**src/rtl/dmt_pkg.sv**
```systemverilog
// dmt_pkg: shared widths, register indexes, control word type and width helpers
// for the disk Mobius translation pipeline. Depends on nothing.
`default_nettype none

package dmt_pkg;

  // Fixed field widths
  localparam int Z_W   = 18;
  localparam int A_W   = 17;
  localparam int OUT_W = 19;
  localparam int IDX_W = 2;

  localparam int FRAC_BITS_DEF = 16;

  // Register indexes
  localparam logic [IDX_W-1:0] REG_AMOUNT_RE = 2'd0;
  localparam logic [IDX_W-1:0] REG_AMOUNT_IM = 2'd1;

  // Quotient bits kept by the dividers (twice the output scale, for rounding)
  localparam int QUO_W   = OUT_W + 1;
  // Divider latency: magnitude, range check, one stage per bit, round/saturate
  localparam int DIV_LAT = QUO_W + 3;

  // Control word carried along the pipe
  typedef struct packed {
    logic valid;
    logic fault;
  } ctl_t;

  function automatic int imax(input int a, input int b);
    return (a > b) ? a : b;
  endfunction

  // Sum of two z*a products plus rounding constant
  function automatic int pw(input int q);
    return imax(Z_W + A_W, q + 1) + 1;
  endfunction

  // Denominator parts
  function automatic int dw(input int q);
    return imax(pw(q) - q, q + 2) + 1;
  endfunction

  // |a|^2 plus rounding constant
  function automatic int saw(input int q);
    return imax(2 * A_W, q + 1) + 1;
  endfunction

  // 1 - |a|^2
  function automatic int dfw(input int q);
    return imax(saw(q) - q, q + 2) + 1;
  endfunction

  // Squared denominator terms before rounding
  function automatic int sqw(input int q);
    return 2 * dw(q) + 2;
  endfunction

  // Clamped squared denominator parts
  function automatic int srw(input int q);
    return (q + 7 >= 31) ? 32 : q + 9;
  endfunction

  function automatic int numw(input int q);
    return Z_W + 1 + dw(q) + 1;
  endfunction

  function automatic int mw(input int q);
    return 2 * dw(q);
  endfunction

  function automatic int m2w(input int q);
    return 2 * srw(q);
  endfunction

  function automatic int snw(input int q);
    return dfw(q) + srw(q) + 1;
  endfunction

endpackage

`default_nettype wire

```
**src/rtl/dmt_div.sv**
```systemverilog
// dmt_div: pipelined restoring divider, one quotient bit per stage, giving
// num * 2^FRAC_BITS / den rounded half away from zero and saturated. Uses dmt_pkg.
`default_nettype none

module dmt_div #(
  parameter int FRAC_BITS = dmt_pkg::FRAC_BITS_DEF,
  parameter int NUM_W     = 40,
  parameter int DEN_W     = 40
) (
  input  wire logic                              clk,
  input  wire logic signed [NUM_W-1:0]           num,
  input  wire logic        [DEN_W-1:0]           den,
  output logic signed [dmt_pkg::OUT_W-1:0]       quo
);
  import dmt_pkg::*;

  localparam int XW = NUM_W + FRAC_BITS + 1;
  localparam int CW = imax(XW, DEN_W + QUO_W);
  localparam logic signed [OUT_W-1:0] MAXV = {1'b0, {(OUT_W-1){1'b1}}};
  localparam logic signed [OUT_W-1:0] MINV = {1'b1, {(OUT_W-1){1'b0}}};
  localparam logic [QUO_W-1:0] MAX_Q = QUO_W'(MAXV);
  localparam logic [QUO_W-1:0] MIN_Q = QUO_W'(1) << (OUT_W - 1);

  // Stage A: sign and magnitude
  logic             neg_a;
  logic [NUM_W-1:0] u_a;
  logic [DEN_W-1:0] d_a;
  logic [XW-1:0]    x_a;

  // Per-bit stages, index 0 is the range-check stage
  logic [DEN_W-1:0] rem [QUO_W+1];
  logic [QUO_W-1:0] xl  [QUO_W+1];
  logic [QUO_W-1:0] qq  [QUO_W+1];
  logic [DEN_W-1:0] dd  [QUO_W+1];
  logic             ng  [QUO_W+1];
  logic             st  [QUO_W+1];
  logic             zq  [QUO_W+1];

  logic [QUO_W:0]   rsum;
  logic [QUO_W-1:0] rq;

  always_ff @(posedge clk) begin
    neg_a <= num[NUM_W-1];
    u_a   <= $unsigned(num[NUM_W-1] ? -num : num);
    d_a   <= den;
  end

  // Stage B: quotient range check, zero numerator and first partial remainder
  assign x_a = {u_a, {(FRAC_BITS+1){1'b0}}};

  always_ff @(posedge clk) begin
    st[0]  <= (u_a != '0) && (CW'(x_a) >= CW'({d_a, {QUO_W{1'b0}}}));
    zq[0]  <= (u_a == '0);
    rem[0] <= DEN_W'(x_a >> QUO_W);
    xl[0]  <= x_a[QUO_W-1:0];
    qq[0]  <= '0;
    dd[0]  <= d_a;
    ng[0]  <= neg_a;
  end

  // One quotient bit per stage
  for (genvar k = 0; k < QUO_W; k++) begin : g_bit
    logic [DEN_W:0] trial;
    logic           ge;

    assign trial = {rem[k], xl[k][QUO_W-1]};
    assign ge    = trial >= {1'b0, dd[k]};

    always_ff @(posedge clk) begin
      rem[k+1] <= ge ? DEN_W'(trial - {1'b0, dd[k]}) : DEN_W'(trial);
      xl[k+1]  <= xl[k] << 1;
      qq[k+1]  <= {qq[k][QUO_W-2:0], ge};
      dd[k+1]  <= dd[k];
      ng[k+1]  <= ng[k];
      st[k+1]  <= st[k];
      zq[k+1]  <= zq[k];
    end
  end

  // Round half up on the doubled quotient, then saturate; zero in, zero out
  assign rsum = {1'b0, qq[QUO_W]} + (QUO_W+1)'(1);
  assign rq   = rsum[QUO_W:1];

  always_ff @(posedge clk) begin
    if (zq[QUO_W]) begin
      quo <= '0;
    end else if (st[QUO_W]) begin
      quo <= ng[QUO_W] ? MINV : MAXV;
    end else if (ng[QUO_W]) begin
      quo <= (rq >= MIN_Q) ? MINV : -OUT_W'(rq);
    end else begin
      quo <= (rq >= MAX_Q) ? MAXV : OUT_W'(rq);
    end
  end

endmodule

`default_nettype wire

```
**config.mk**
```make
export PLATFORM = sky130hd
export DESIGN_NAME = dmt_div
export DESIGN_NICKNAME = d
export VERILOG_FILES = /design/src/rtl/dmt_pkg.sv /design/src/rtl/dmt_div.sv
export SDC_FILE = /design/constraint.sdc
export NUM_CORES = 2
export LEC_CHECK = 0
export ABC_AREA = 1
export BUFFER_PORTS_ARGS = -buffer_cell sky130_fd_sc_hd__buf_2
export CAP_MARGIN = 20
export CORE_ASPECT_RATIO = 1.5
export CORE_MARGIN = 2
export CORE_UTILIZATION = 50
export CTS_BUF_LIST = sky130_fd_sc_hd__clkbuf_4 sky130_fd_sc_hd__clkbuf_8
export CTS_CLUSTER_DIAMETER = 60
export DETAILED_ROUTE_END_ITERATION = 7
export GPL_ROUTABILITY_DRIVEN = 0
export PLACE_DENSITY = 0.72
export SETUP_SLACK_MARGIN = 0.05
export SLEW_MARGIN = 20
export SYNTH_ARGS = -nofsm -noshare
export SYNTH_HDL_FRONTEND = slang
export SYNTH_SLANG_ARGS = --single-unit
```
**constraint.sdc**
```tcl
create_clock -name clk -period 3.25 [get_ports clk]
set_input_delay 0.325 -clock clk [delete_from_list [all_inputs] [get_ports clk]]
set_output_delay 0.325 -clock clk [all_outputs]
set_load 0.02 [all_outputs]
```
==> results of run 1 <==
-- metrics by stage --
step	util [%]	hold WS (ns)	instances	worst slack, ns	instance area [um2]
3_3_place_gp	52.9	0.310	17900	0.142	112000
2_1_floorplan	-	0.310	14900	1.00	106000
4_1_cts	56.9	0.00275	18600	0.142	120000
3_5_place_dp	52.9	0.312	17900	0.171	112000
-- routing by layer --
| layer | GRT overflow | track usage [%] |
|---|---|---|
| met5 | 8 | 11.5 |
| met4 | 504 | 54.1 |
| met3 | 26 | 32.3 |
| met2 | 1224 | 72.7 |
| met1 | 14 | 48.0 |
-- logic make-up after synthesis --
logic type / after synthesis / share of synthesized area (%)
AOI/OAI and AO/OA: 2887 / 15.1
DFF: 1976 / 37.2
and+or+nand+nor: 6120 / 24.2
xor gates and xnor gates: 526 / 4.36
buffers and inverters: 2484 / 8.93
adders and majority gates: 857 / 10.2
-- timing repair --
item,4_1_cts
hold endpoints to repair,81
buffers inserted,0
hold buffers,150
resized for setup,0
==> flow_summary.json, run 1 <==
{
  "core.rowCount": 207,
  "ios": 100,
  "synth.yosys.seq_area_share_pct": 37.2,
  "groute.usage.overall_pct": 51.4,
  "post_synth_num_cell_types": 57,
  "die_y_um": 568,
  "outcome": "aborted with a tool error",
  "gr-total-overflow": 1776,
  "initial_standard_cell_utilization_of_the_core_pct": 50.2,
  "ys_flop_type": "dfxtp_1",
  "synth.top_cell.area_share_pct": 37.2,
  "grt_first_pass_wirelength_mm": 848,
  "root_driver": "clkbuf_8",
  "synth.net_count": 15800,
  "numPortBuffers": 99,
  "die_w_um": 380,
  "dominant_cells_by_area_after_synthesis": "dfxtp_1 37%, nand2_1 11%, ha_1 9.9%",
  "post_synth_edffs": 0,
  "error": "[ERROR GRT-0116] Global routing finished with congestion. Check the congestion regions in the DRC Viewer.",
  "number_of_instances_in_the_synthesized_netlist": 14900,
  "cts_inserted_buffers": 305,
  "number_of_synthesized_register_bits": 1976,
  "htree_num_levels": 5,
  "yosysWarnings": 0,
  "outcome.stop_stage": "global routing",
  "cts.path.max_buffers": 4,
  "num_clock_sinks": 1976,
  "place.detailed.hpwl_mm": 355,
  "synth_commonest_cells": "3011 x nand2_1, 2308 x inv_1, 1976 x dfxtp_1",
  "synthArstFlopShare_pct": 0,
  "synth.largest_area_cell": "dfxtp_1",
  "synth.most_common_cell": "nand2_1",
  "synth_area_um2": 106000,
  "avg_cell_area_syn_um2": 7.15,
  "grt_start_max_net_pins": 65,
  "number_of_global_route_vias_before_repair": 120000
}
==> inputs of run 2 (changes only) <==
Settings changed: CORE_ASPECT_RATIO 1.5 to unset, CORE_UTILIZATION 50 to 35, CTS_BUF_LIST sky130_fd_sc_hd__clkbuf_4 sky130_fd_sc_hd__clkbuf_8 to unset, CTS_CLUSTER_DIAMETER 60 to unset, PLACE_DENSITY 0.72 to unset, PLACE_DENSITY_LB_ADDON set to 0.15, SETUP_SLACK_MARGIN 0.05 to unset.
==> run 2 against run 1 <==
Against the previous run: the flow now finishes, with violations (DRC); synthesized cell count stayed put; synthesized area stayed put.
==> flow_summary.json, run 2 <==
{
  "number_of_synthesized_register_bits": 1976,
  "power.static_leakage_uw": 0.0567,
  "vias_per_cell": 5.13,
  "drive_gt1_share_pct": 5.29,
  "slew_viol_final": 0,
  "design.core.area_um2": 302000,
  "dominant_cells_by_area_after_synthesis": "dfxtp_1 37%, nand2_1 11%, ha_1 9.9%",
  "insertion_delay_ns": 0.91,
  "critical_path.startpoint": "dd[3][50]$_DFF_P_",
  "critical_path.max_fanout": 39,
  "number_of_global_route_vias_before_repair": 95200,
  "worstReg2RegStart": "dd[3][50]$_DFF_P_",
  "drt_iter0_drc": 10600,
  "clock_transition_at_the_registers_of_the_reported_paths_ns": 0.07,
  "largest_register_ffs": 800,
  "yosysWarnings": 0,
  "cts_setup_buffers": 0,
  "final_nets": 16300,
  "die_y_um": 555,
  "gr-total-overflow": 0,
  "ys_flop_type": "dfxtp_1",
  "irDropWorstVdd_mv": 0.493,
  "fin_crit_ns": 3.14,
  "synth_area_um2": 106000,
  "cts_inserted_buffers": 218,
  "drt-wirelength-per-cell_um": 21.7,
  "fin_worst_skew_ns": 0.0655,
  "route.vias.total": 100000,
  "root_driver": "clkbuf_16",
  "route.antenna.remaining_nets": 0,
  "grt_first_pass_wirelength_mm": 616,
  "antenna_found_initial": 25,
  "max_slew.worst_pin.slew_ns": 0.894,
  "slew-limit-headroom_pct": 39.8,
  "synth.yosys.seq_area_share_pct": 37.2,
  "place.detailed.hpwl_mm": 358,
  "total_power_uw": 136000,
  "startpoint_type": "register",
  "post_synth_num_cell_types": 57,
  "synth.largest_area_cell": "dfxtp_1",
  "cts.path.max_buffers": 4,
  "setup_tns_ns": 0,
  "tritoncts": "yes",
  "cap_violations": 0,
  "hold_path_class": "in2reg",
  "worstSetupEndpointType": "register",
  "final_hold_viol_count": 0,
  "htree_num_levels": 4,
  "drt_drc_violations_left": 4,
  "drt_wl_total_mm": 424,
  "fmax_ghz": 0.318,
  "outcome": "complete, but fails checks",
  "worst_hold_start": "den[31]",
  "final.setup.worst_slack_ns": 0.106,
  "die_w_um": 555,
  "violations": "DRC",
  "groute.usage.overall_pct": 26.6,
  "ios": 100,
  "number_of_instances_in_the_synthesized_netlist": 14900,
  "critical_path_arrival_ns": 3.87,
  "most-common-layout-cells": "3011 x nand2_1, 2307 x inv_1, 1973 x dfxtp_1",
  "num_clock_sinks": 1976,
  "final_min_period_over_clock_period_pct": 96.7,
  "synth.net_count": 15800,
  "synthArstFlopShare_pct": 0,
  "syn2layout_area_growth_pct": 14.8,
  "initial_standard_cell_utilization_of_the_core_pct": 35.1,
  "grt_start_max_net_pins": 78,
  "drt_first_pass_iters": 8,
  "finalSetupViolCount": 0,
  "synth.most_common_cell": "nand2_1",
  "core.rowCount": 202,
  "numPortBuffers": 99,
  "synth_commonest_cells": "3011 x nand2_1, 2308 x inv_1, 1976 x dfxtp_1",
  "critical_path_class": "reg2reg",
  "final_common_cell": "nand2_1",
  "largest-register": "dd",
  "post_synth_edffs": 0,
  "pre_cts_slack_ns": -0.00429,
  "power-per-cell-area_nw_per_um2": 1120,
  "critPathRequiredTime_ns": 3.98,
  "top_regs": "dd (800), rem (797), qq (210)",
  "synth.top_cell.area_share_pct": 37.2,
  "avg_cell_area_syn_um2": 7.15,
  "num-fill-cells": 32100,
  "area_of_the_die_um2": 308000
}
## run 2: cell counts after synthesis
No cell type changed its count.
## run 2: metrics by stage
stage               area, um2  util [%]  hold slack, ns  instances
floorplan              106000         -           0.310      14900
global placement       113000      37.3           0.310      19000
detailed placement     113000      37.3           0.312      19000
CTS                    122000      40.3         0.00734      19500
global route           122000      40.3          0.0437      19500
finish                 122000      40.3          0.0679      19500
## run 2: report_power, final
part | switching [uW] | leakage [uW] | internal (uW)
sequential | 7050 | 0.0166 | 31400
clock | 10700 | 0.00377 | 16000
combinational | 46900 | 0.0363 | 24000
total | 64700 | 0.0567 | 71400
## run 2: cells by family (layout without fill, tap and decap cells)
group | Yosys count | in the layout | synth area share (%)
buf+inv | 2484 | 3164 | 8.93
flops | 1976 | 1976 | 37.2
simple gates | 6120 | 6120 | 24.2
fa+ha+maj | 857 | 857 | 10.2
other cells | 0 | 18 | 0
compound gates | 2887 | 2887 | 15.1
xor+xnor | 526 | 526 | 4.36
## run 2: worst max-delay path: stages, from the launching register on
cell      delay, ns
dfxtp_1        0.56
inv_1          0.08
ha_1           0.36
a21oi_1        0.27
o21ai_0        0.19
a21oi_1        0.29
o21bai_1       0.17
a21oi_2        0.26
nand3_2        0.21
buf_12         0.24
a21oi_1        0.34
## run 2: final cells by class
class	instances	area, um2	share of cell area (%)
Sequential cell	1976	39600	32.4
Clock buffer	284	6130	5.02
Clock inverter	112	1600	1.31
Antenna cell	18	45.0	0.0369
Tap cell	3978	4980	4.08
Timing Repair Buffer	439	3680	3.02
Inverter	2329	8740	7.17
Multi-Input combinational cell	10400	57200	46.9
## run 2: final timing paths
kind / end / slack [ns] / cells after the start
worst max-delay path: rem[3][108]$_DFF_P_ / 0.11 / 10
worst max register to register: rem[3][108]$_DFF_P_ / 0.11 / 10
worst min-delay path: d_a[31]$_DFF_P_ / 0.07 / 2
worst min register to register: zq[18]$_DFF_P_ / 0.32 / 0
## run 2: routing by layer
layer	GRT usage (%)	up-vias	part of all wire [%]
li1	-	49400	-
met5	0.500	-	0.012
met1	34.8	46100	43
met2	43.7	3924	45
met3	4.11	668	7.8
met4	10.2	8	4.2
## run 2: timing repair
| item | 4_1_cts | 5_1_grt |
|---|---|---|
| cloned | 0 | 1 |
| pin swaps | 0 | 0 |
| resized for setup | 1 | 12 |
| hold buffers | 140 | 0 |
| endpoints found under the hold margin | 81 | 0 |
| endpoints found under the setup margin | 1 | 18 |
No activity file was read; power rests on OpenSTA's default activity.
